### src/sv/tgarle_pkg.sv
// Shared constants and register codes for the TGA run-length pixel decoder.
package tgarle_pkg;

    localparam int unsigned ADDR_W  = 4;
    localparam int unsigned DATA_W  = 32;
    localparam int unsigned COUNT_W = 8;

    // Packet header: top bit marks a run, low seven bits hold length minus one
    localparam int unsigned  RUN_BIT   = 7;
    localparam logic [7:0]   LEN_MASK  = 8'h7F;

    localparam logic [2:0]         BPP_RESET    = 3'd4;
    localparam logic [DATA_W-1:0]  PIXELS_RESET = 32'd1;
    localparam logic               COMP_RESET   = 1'b1;

    typedef enum logic [1:0] {
        REG_BPP        = 2'd0,
        REG_PIXELS     = 2'd1,
        REG_COMPRESSED = 2'd2,
        REG_UNUSED     = 2'd3
    } reg_index_t;

endpackage

### src/sv/tga_rle_pixel_decoder.sv
// Output: a pixel's last byte loads the registered output beat as it is accepted.
// Throughput: one data byte per cycle while the pixel side takes beats; a pixel
// waiting on a stalled output holds back every byte, header bytes included.
// Header and leading pixel bytes update counters and the gather register only.
// Reset (rst_n low, asynchronous): registers return to 4 bytes per pixel, one
// pixel per image, compressed mode, and the decoder waits for a packet header.
module tga_rle_pixel_decoder (
    input  logic                          clk,
    input  logic                          rst_n,
    // configuration port
    input  logic                          psel,
    input  logic                          penable,
    input  logic                          pwrite,
    input  logic [tgarle_pkg::ADDR_W-1:0] paddr,
    input  logic [tgarle_pkg::DATA_W-1:0] pwdata,
    output logic [tgarle_pkg::DATA_W-1:0] prdata,
    output logic                          pready,
    // byte stream in
    input  logic                          in_valid,
    output logic                          in_ready,
    input  logic [7:0]                    data_byte,
    // pixels out
    output logic                          out_valid,
    input  logic                          out_ready,
    output logic [7:0]                    red,
    output logic [7:0]                    green,
    output logic [7:0]                    blue,
    output logic [7:0]                    alpha,
    output logic [7:0]                    repeat_count,
    output logic                          image_done
);
    import tgarle_pkg::*;

    // configuration registers
    logic [2:0]        bpp_reg;
    logic [DATA_W-1:0] image_pixels_reg;
    logic              compressed_reg;

    // decoder state
    logic              expect_header_reg, expect_header_next;
    logic              run_packet_reg, run_packet_next;
    logic [6:0]        packet_left_reg, packet_left_next;
    logic [1:0]        byte_pos_reg, byte_pos_next;
    logic [23:0]       gather_reg, gather_next;
    logic [DATA_W-1:0] pixels_left_reg, pixels_left_next;

    // output register
    logic              out_valid_reg;
    logic [7:0]        red_reg, green_reg, blue_reg, alpha_reg, count_reg;
    logic              done_reg;

    logic              accept;
    logic              cfg_write;
    reg_index_t        cfg_index;

    logic              size4;
    logic [1:0]        last_pos;
    logic              is_header;
    logic              is_finish;
    logic [DATA_W-1:0] pixels_avail;
    logic [COUNT_W-1:0] raw_count;
    logic [COUNT_W-1:0] clip_count;
    logic [7:0]        red_next, alpha_next;
    logic              done_next;

    assign pready    = 1'b1;
    assign cfg_write = psel && penable && pwrite && pready;
    assign cfg_index = reg_index_t'(paddr[3:2]);

    always_comb
    begin
        case (cfg_index)
            REG_BPP:        prdata = {{(DATA_W-3){1'b0}}, bpp_reg};
            REG_PIXELS:     prdata = image_pixels_reg;
            REG_COMPRESSED: prdata = {{(DATA_W-1){1'b0}}, compressed_reg};
            default:        prdata = '0;
        endcase
    end

    always_ff @(posedge clk or negedge rst_n)
    begin
        if (!rst_n)
        begin
            bpp_reg          <= BPP_RESET;
            image_pixels_reg <= PIXELS_RESET;
            compressed_reg   <= COMP_RESET;
        end
        else if (cfg_write)
        begin
            case (cfg_index)
                REG_BPP:        bpp_reg          <= pwdata[2:0];
                REG_PIXELS:     image_pixels_reg <= pwdata;
                REG_COMPRESSED: compressed_reg   <= pwdata[0];
                default:        ;
            endcase
        end
    end

    assign in_ready = !out_valid_reg || out_ready;
    assign accept   = in_valid && in_ready;

    // sizes of three or less act as three bytes, four or more as four
    assign size4     = bpp_reg[2];
    assign last_pos  = size4 ? 2'd3 : 2'd2;
    assign is_header = compressed_reg && expect_header_reg;
    assign is_finish = !is_header && (byte_pos_reg >= last_pos);

    // an empty counter loads the image size; a zero size acts as one pixel
    always_comb
    begin
        if (pixels_left_reg != '0)
            pixels_avail = pixels_left_reg;
        else if (image_pixels_reg == '0)
            pixels_avail = {{(DATA_W-1){1'b0}}, 1'b1};
        else
            pixels_avail = image_pixels_reg;
    end

    assign raw_count  = (compressed_reg && run_packet_reg) ?
                        ({1'b0, packet_left_reg} + 8'd1) : 8'd1;
    assign clip_count = ({{(DATA_W-COUNT_W){1'b0}}, raw_count} > pixels_avail) ?
                        pixels_avail[COUNT_W-1:0] : raw_count;
    assign done_next  = (pixels_avail == {{(DATA_W-COUNT_W){1'b0}}, clip_count});
    assign red_next   = size4 ? gather_reg[23:16] : data_byte;
    assign alpha_next = size4 ? data_byte : 8'd0;

    always_comb
    begin
        expect_header_next = expect_header_reg;
        run_packet_next    = run_packet_reg;
        packet_left_next   = packet_left_reg;
        byte_pos_next      = byte_pos_reg;
        gather_next        = gather_reg;
        pixels_left_next   = pixels_left_reg;

        if (is_header)
        begin
            run_packet_next    = data_byte[RUN_BIT];
            packet_left_next   = data_byte[6:0] & LEN_MASK[6:0];
            expect_header_next = 1'b0;
            byte_pos_next      = 2'd0;
        end
        else if (!is_finish)
        begin
            case (byte_pos_reg)
                2'd0:    gather_next[7:0]   = data_byte;
                2'd1:    gather_next[15:8]  = data_byte;
                2'd2:    gather_next[23:16] = data_byte;
                default: ;
            endcase
            byte_pos_next = byte_pos_reg + 2'd1;
        end
        else
        begin
            byte_pos_next    = 2'd0;
            pixels_left_next = pixels_avail - {{(DATA_W-COUNT_W){1'b0}}, clip_count};
            if (!compressed_reg || run_packet_reg)
            begin
                expect_header_next = 1'b1;
                packet_left_next   = 7'd0;
            end
            else if (packet_left_reg == 7'd0)
                expect_header_next = 1'b1;
            else
                packet_left_next = packet_left_reg - 7'd1;
            // end of image: drop the rest of any packet and rearm
            if (done_next)
            begin
                expect_header_next = 1'b1;
                packet_left_next   = 7'd0;
            end
        end
    end

    always_ff @(posedge clk or negedge rst_n)
    begin
        if (!rst_n)
        begin
            expect_header_reg <= 1'b1;
            run_packet_reg    <= 1'b0;
            packet_left_reg   <= 7'd0;
            byte_pos_reg      <= 2'd0;
            gather_reg        <= 24'd0;
            pixels_left_reg   <= '0;
        end
        else if (accept)
        begin
            expect_header_reg <= expect_header_next;
            run_packet_reg    <= run_packet_next;
            packet_left_reg   <= packet_left_next;
            byte_pos_reg      <= byte_pos_next;
            gather_reg        <= gather_next;
            pixels_left_reg   <= pixels_left_next;
        end
    end

    always_ff @(posedge clk or negedge rst_n)
    begin
        if (!rst_n)
            out_valid_reg <= 1'b0;
        else if (accept && is_finish)
            out_valid_reg <= 1'b1;
        else if (out_ready)
            out_valid_reg <= 1'b0;
    end

    // payload loads only with a finished pixel
    always_ff @(posedge clk)
    begin
        if (accept && is_finish)
        begin
            red_reg   <= red_next;
            green_reg <= gather_reg[15:8];
            blue_reg  <= gather_reg[7:0];
            alpha_reg <= alpha_next;
            count_reg <= clip_count;
            done_reg  <= done_next;
        end
    end

    assign out_valid    = out_valid_reg;
    assign red          = red_reg;
    assign green        = green_reg;
    assign blue         = blue_reg;
    assign alpha        = alpha_reg;
    assign repeat_count = count_reg;
    assign image_done   = done_reg;

    a_finish_gives_beat: assert property (@(posedge clk) disable iff (!rst_n)
        (accept && is_finish) |=> out_valid_reg)
        else $error("finished pixel did not raise a beat");

    a_count_range: assert property (@(posedge clk) disable iff (!rst_n)
        out_valid_reg |-> (count_reg != 8'd0 && count_reg <= 8'd128))
        else $error("repeat count out of range");

    a_done_rearms: assert property (@(posedge clk) disable iff (!rst_n)
        (out_valid_reg && done_reg) |-> (pixels_left_reg == '0 && expect_header_reg))
        else $error("image end did not rearm the decoder");

    a_stall_holds_input: assert property (@(posedge clk) disable iff (!rst_n)
        (out_valid_reg && !out_ready) |-> !in_ready)
        else $error("byte taken while output stalled");

endmodule

### config.mk
export PLATFORM = sky130hd
export DESIGN_NAME = tga_rle_pixel_decoder
export DESIGN_NICKNAME = d
export VERILOG_FILES = /design/src/sv/tgarle_pkg.sv /design/src/sv/tga_rle_pixel_decoder.sv
export SDC_FILE = /design/constraint.sdc
export NUM_CORES = 1
export LEC_CHECK = 0
export BUFFER_PORTS_ARGS = -buffer_cell sky130_fd_sc_hd__buf_4
export CORE_ASPECT_RATIO = 0.5
export CORE_UTILIZATION = 35
export DETAILED_ROUTE_END_ITERATION = 10
export MAX_ROUTING_LAYER = met4
export PLACE_DENSITY = 0.59
export SETUP_SLACK_MARGIN = 0.1
export SKIP_LAST_GASP = 1
export SYNTH_ARGS = -nofsm -noshare
export SYNTH_HDL_FRONTEND = slang
export SYNTH_SLANG_ARGS = --single-unit
### constraint.sdc
create_clock -name clk -period 20.5 [get_ports clk]
set_input_delay 0 -clock clk [delete_from_list [all_inputs] [get_ports clk]]
set_output_delay 0 -clock clk [all_outputs]
set_load 0.05 [all_outputs]
Word-level counts from Yosys, hierarchy flattened

Index checks and enable logic that the tools add are counted.

Bits in registers: 145
Word-level logic and storage cells: 83
Bits of input ports: 51
Output and inout port bits: 76

Multiplexer cells: 21
Magnitude comparators: 2
Eq/ne operators: 6
Bitwise gates (word level): 2
Reduce and logical (&&, ||, !) cells: 30
Add/subtract/negate cells: 4

Operator list:

| operator                                                              | count |
|---|---|
| 32-bit case mux with 3 select lines                                   | 1 |
| 32-bit two-way mux                                                    | 2 |
| 7-bit two-way mux                                                     | 5 |
| 32-bit by 8-bit equality test with 1-bit output                       | 1 |
| 8-bit by 32-bit greater-than comparator with 1-bit output             | 1 |
| 32-bit logical NOT                                                    | 1 |
| 32-bit nonzero test                                                   | 1 |
| 32-bit by 8-bit subtractor with 32-bit output                         | 1 |
| 8-bit two-way mux                                                     | 3 |
| 4-bit AND reduction                                                   | 3 |
| 3-bit AND reduction                                                   | 3 |
| 7-bit by 1-bit adder with 8-bit output, second input constant         | 1 |
| 1-bit two-way mux                                                     | 8 |
| 2-bit AND reduction                                                   | 4 |
| 1-bit logical AND                                                     | 7 |
| 7-bit logical NOT                                                     | 1 |
| 7-bit by 1-bit subtractor with 7-bit output, second input constant    | 1 |
| 2-bit by 1-bit equality test with 1-bit output, second input constant | 2 |
| 2-bit equality test, second input constant                            | 2 |
| 2-bit logical NOT                                                     | 2 |
| 2-bit two-way mux                                                     | 2 |
| 4-bit != test, second input constant                                  | 1 |
| 2-bit nonzero test                                                    | 2 |
| 4-bit nonzero test                                                    | 1 |
| other kinds (5)                                                       | 9 |

Depth between registers and ports, before layout

Word-level depth: 9
Gate-level depth with buffers: 29
Gate-level depth less buffers: 26

Worst setup path after synthesis

OpenSTA, ideal clock, no wires.

Path kind: register -> register
Start: register image_pixels_reg[19]
End: register pixels_left_reg[20]
Setup slack: 13.874 ns
Stages on the path, launching flop included: 26
Arrival time: 6.495 ns
Clock period less this slack: 6.626 ns
Data required time: 20.369 ns
Buffers on the path: 3
Library setup time: 0.131 ns
Path through: dfrtp_1 or4_1 or2_0 or3_1 o31a_1 clkbuf_1 buf_1 a21oi_1 ha_1 a21o_1 a21o_1 a211oi_1 o221ai_4 nand2_1 nor2_1 mux2i_1 ha_1 inv_1 fa_1 and2_1 a221oi_4 a31oi_4 or3_1 buf_2 o31a_1 or3_1

Word-level cells in the longest chain between the ends: 6

Ends and longest elaborated chain:

| item                                                      | line                         | text |
|---|---|---|
| start: declaration                                        | tga_rle_pixel_decoder.sv:36  | `logic [DATA_W-1:0] image_pixels_reg;` |
| start signal: assignment                                  | tga_rle_pixel_decoder.sv:92  | `REG_PIXELS: image_pixels_reg <= pwdata;` |
| 32-bit logical NOT                                        | tga_rle_pixel_decoder.sv:113 | `else if (image_pixels_reg == '0)` |
| 32-bit two-way mux (*)                                    | tga_rle_pixel_decoder.sv:113 |  |
| 32-bit two-way mux (*)                                    | tga_rle_pixel_decoder.sv:111 | `if (pixels_left_reg != '0)` |
| 8-bit by 32-bit greater-than comparator with 1-bit output | tga_rle_pixel_decoder.sv:121 | `assign clip_count = ({{(DATA_W-COUNT_W){1'b0}}, raw_count} > pixels_avail) ?` |
| 8-bit two-way mux (*)                                     | tga_rle_pixel_decoder.sv:121 |  |
| via clip_count[0]                                         | tga_rle_pixel_decoder.sv:62  | `logic [COUNT_W-1:0] clip_count;` |
| 32-bit by 8-bit subtractor with 32-bit output (*)         | tga_rle_pixel_decoder.sv:156 | `pixels_left_next = pixels_avail - {{(DATA_W-COUNT_W){1'b0}}, clip_count};` |
| end signal: assignment                                    | tga_rle_pixel_decoder.sv:193 | `pixels_left_reg <= pixels_left_next;` |
| end: declaration                                          | tga_rle_pixel_decoder.sv:45  | `logic [DATA_W-1:0] pixels_left_reg, pixels_left_next;` |

The timed path passes the listed nets; every way through them passes the cells marked *.
A chain may end at the register's enable or synchronous reset.

Worst setup path after layout

Start: register pixels_left_reg[19]
End: register pixels_left_reg[25]

Word-level cells in the longest chain between the ends: 5

Ends and longest elaborated chain:

| item                                                      | line |
|---|---|
| 32-bit nonzero test                                       | tga_rle_pixel_decoder.sv:111 |
| 32-bit two-way mux (*)                                    | tga_rle_pixel_decoder.sv:111 |
| 8-bit by 32-bit greater-than comparator with 1-bit output | tga_rle_pixel_decoder.sv:121 |
| 8-bit two-way mux                                         | tga_rle_pixel_decoder.sv:121 |
| 32-bit by 8-bit subtractor with 32-bit output (*)         | tga_rle_pixel_decoder.sv:156 |

Mark *: on every way between the ends. The rest lies on a longest branch, timed or not.

==> impl_metrics.json <==
{
  "syn_area_sq_mm": 0.00783,
  "drc_errors": 0,
  "combPwrFrac_pct": 37.9,
  "syn_nets": 812,
  "ys_top_cells_by_area": "dfrtp_1 32%, edfxtp_1 16%, mux2_2 10%",
  "p_int_mw": 0.772,
  "crit_arrival_ns": 8.14,
  "setup_violations": 0,
  "cts_tree": "done",
  "hold_start": "penable",
  "first_global_vias": 6270,
  "ir_drop_mv": 0.0531,
  "setup-tns-final_ns": 0,
  "yosysWarnings": 0,
  "cpPeakStageDelay_ns": 0.60,
  "worstHoldPathCells": 5,
  "hold_viol_final": 0,
  "core_area_sq_mm": 0.0218,
  "start_util_pct": 35.9,
  "netSwitchingFraction_pct": 39.2,
  "synth-seq-cells": 145,
  "seqPwrFrac_pct": 36.4,
  "h-tree-depth": 4,
  "r2r_cells": 27,
  "critical_path.most_common_cell": "a21oi_1",
  "hold_class": "input port to flip-flop",
  "cts_setup_buffers": 0,
  "finalWirelength_um": 20000,
  "fin_crit_sh_pct": 38.0,
  "synth-async-reset-ratio_pct": 71.7,
  "start_kind": "flip-flop",
  "cp_top_family": "simple AND/OR/NAND/NOR gates",
  "ys_types": 72,
  "synth_ff_type": "dfrtp_1",
  "dieArea_sq_mm": 0.0230,
  "fmax_mhz": 129,
  "grt_setup_unrepaired": "no",
  "synth_edf_count": 41,
  "synth_largest_area_cell": "dfrtp_1",
  "numPortBuffers": 123,
  "p_clk_share_pct": 25.7,
  "post_route_cells_drive_above_1_share_pct": 27.2,
  "multi_input_area_sq_mm": 0.00377,
  "io_pins": 127,
  "r2r-start": "pixels_left_reg[19]",
  "cp_max_fo": 46,
  "endpoint_kind": "flip-flop",
  "period_needed_ns": 7.78,
  "place_area_sq_mm": 0.00906,
  "grt_pass1_wl_um": 33000,
  "netlist.area_leader.share_pct": 31.9,
  "skew_ns": 0.0106,
  "ys_seq_area_share_pct": 49.0,
  "cp_slowest_cell": "a211oi_1",
  "critPathRequiredTime_ns": 20.86,
  "max_slew.worst_pin.slew_ns": 1.14,
  "ctsResizeCount": 0,
  "p_sw_mw": 0.498,
  "worstSetupPathType": "flip-flop to flip-flop",
  "first_pass_iters": 5,
  "syn-instance-count": 739,
  "syn_to_final_growth_pct": 29.3,
  "power_density_mw_per_mm2": 125,
  "relSlewSlack_pct": 23.4,
  "hold_path_end": "compressed_reg",
  "drv_cap": 0,
  "n_fill_cell": 2031,
  "vias_per_cell": 5.24,
  "total_power_mw": 1.27,
  "antenna_found_initial": 0,
  "avgSynthCellArea_sq_um": 10.6,
  "hpwl_um": 13900,
  "status": "finished clean",
  "vias": 6350,
  "fin_area_sq_mm": 0.0101,
  "antenna_cells": 0,
  "place_congestion": 0.852,
  "grt_usage_pct": 19.1,
  "regArea_sq_mm": 0.00384,
  "overflow": 0,
  "wl_per_cell_um": 16.5,
  "fp.dieW_um": 214,
  "clk_pin_slew_worst_paths_ns": 0.06,
  "clk_path_buf_depth": 2,
  "slew_viol_final": 0,
  "antenna_left": 0,
  "nets": 972,
  "r2r_slack_ns": 12.72,
  "r2r-end": "pixels_left_reg[25]",
  "dieHeight_um": 108,
  "clk_latency_ns": 0.44,
  "cts_root_buf": "clkbuf_16",
  "cts.sinks": 145,
  "crit_buf_inv": 3,
  "grt_max_degree": 78,
  "p_leak_nw": 4.28,
  "drtIter0Drc": 399,
  "placementRows": 38,
  "cts_buffers": 17
}
routing by layer:
layer | up-vias | track usage, % | part of all wire (%)
met3 | 20 | 4.08 | 4.3
met5 | - | - | 0
li1 | 3058 | - | -
met2 | 142 | 29.4 | 46
met1 | 3130 | 25.4 | 48
met4 | 0 | 5.46 | 1.2
worst min-delay path, cell delays in order:
cell	delay, ns
buf_4	0.11
nand3_1	0.11
nor2_1	0.05
nand2_1	0.06
mux2_2	0.15
cell usage in the layout, fill, tap and decap left out, types with 13 or more instances in the layout:
cell type      count
mux2_2            70
and2_1            43
nand2_1           61
nor3_1            21
dfrtp_1          100
edfxtp_1          41
o21ai_0           31
ha_1              21
a21oi_1           44
inv_1             28
buf_4            129
dlygate4sd3_1     45
clkbuf_16         17
nor2_1            42
or3_1             13
nand3_1           13
logic make-up (layout without fill, tap and decap cells):
kind of cell	after synthesis	count (layout)	share of synthesized area (%)
XOR/XNOR	9	9	1.01
other	1	1	0.0479
adder cells (fa/ha/maj)	22	22	3.61
buffers and inverters	62	235	3.05
AO/OA/AOI/OAI	178	178	16.0
AND/OR/NAND/NOR	246	246	16.4
flip-flops	145	145	49.0
multiplexers	76	76	10.8
through the flow:
stage               std cells  setup WS [ns]  hold slack, ns  util (%)
detailed placement       1135          12.91          0.0271      41.5
CTS                      1212          12.84          0.0561      46.4
global placement         1135          13.02          0.0293      41.5
global route             1212          12.17           0.100      46.4
finish                   1212          12.72          0.0768      46.4
floorplan                 739          13.87          -0.296         -
worst max-delay path by stage:
| stage | to | slack, ns | cells past startpoint | from |
|---|---|---|---|---|
| 2_1_floorplan | pixels_left_reg[20] | 13.87 | 25 | image_pixels_reg[19] |
| 3_3_place_gp | pixels_left_reg[25] | 13.02 | 25 | image_pixels_reg[19] |
| 3_5_place_dp | pixels_left_reg[25] | 12.91 | 27 | pixels_left_reg[19] |
| 4_1_cts | pixels_left_reg[25] | 12.84 | 27 | pixels_left_reg[19] |
| 5_1_grt | pixels_left_reg[25] | 12.17 | 27 | pixels_left_reg[19] |
| 6_report | pixels_left_reg[25] | 12.72 | 27 | pixels_left_reg[19] |
power by group through the flow:
stage / sequential (mW) / clock, mW / combinational [mW]
2_1_floorplan: 0.485 / 0 / 0.324
3_3_place_gp: 0.464 / 0 / 0.466
3_5_place_dp: 0.468 / 0 / 0.473
4_1_cts: 0.462 / 0.334 / 0.483
5_1_grt: 0.477 / 0.347 / 0.531
6_report: 0.462 / 0.326 / 0.482
layout make-up:
type | count | area share, %
clock inverter | 15 | 1.88
multi-input combinational | 532 | 37.2
clock buffer | 17 | 4.20
tap | 300 | 3.71
sequential | 145 | 37.9
inverter | 29 | 1.07
timing repair buffer | 174 | 14.0
repair_timing:
action,CTS,global route
endpoints found under the setup margin,0,0
hold buffers,45,0
hold endpoints to repair,125,0
Yosys cell counts, types with 2 or more instances:
cell type	instances
a2111oi_0	3
nor3b_1	2
nor3_1	21
a21o_1	8
or4_1	7
a31oi_1	7
buf_2	2
o211ai_1	3
buf_1	2
edfxtp_1	41
o22ai_1	6
nand3_1	13
or3_1	13
nand2b_1	6
and3_1	7
o31a_1	3
o31ai_1	6
a311oi_1	2
a221oi_1	2
mux2_2	70
and2_1	43
a211oi_1	9
xor2_1	5
inv_1	28
nor2b_1	7
ha_1	21
clkbuf_1	28
o21a_1	6
a211o_1	7
nor2_1	42
a2bb2oi_1	2
a22o_1	6
a22oi_1	11
nand2_1	61
mux2i_1	6
o32ai_1	7
nor4_1	7
xnor2_1	4
o21ai_0	31
dfrtp_1	100
dfstp_2	4
nor4b_1	2
a21oi_1	44
o22a_1	2
nand4_1	5
Note: power is estimated with default switching activity, not from simulation.
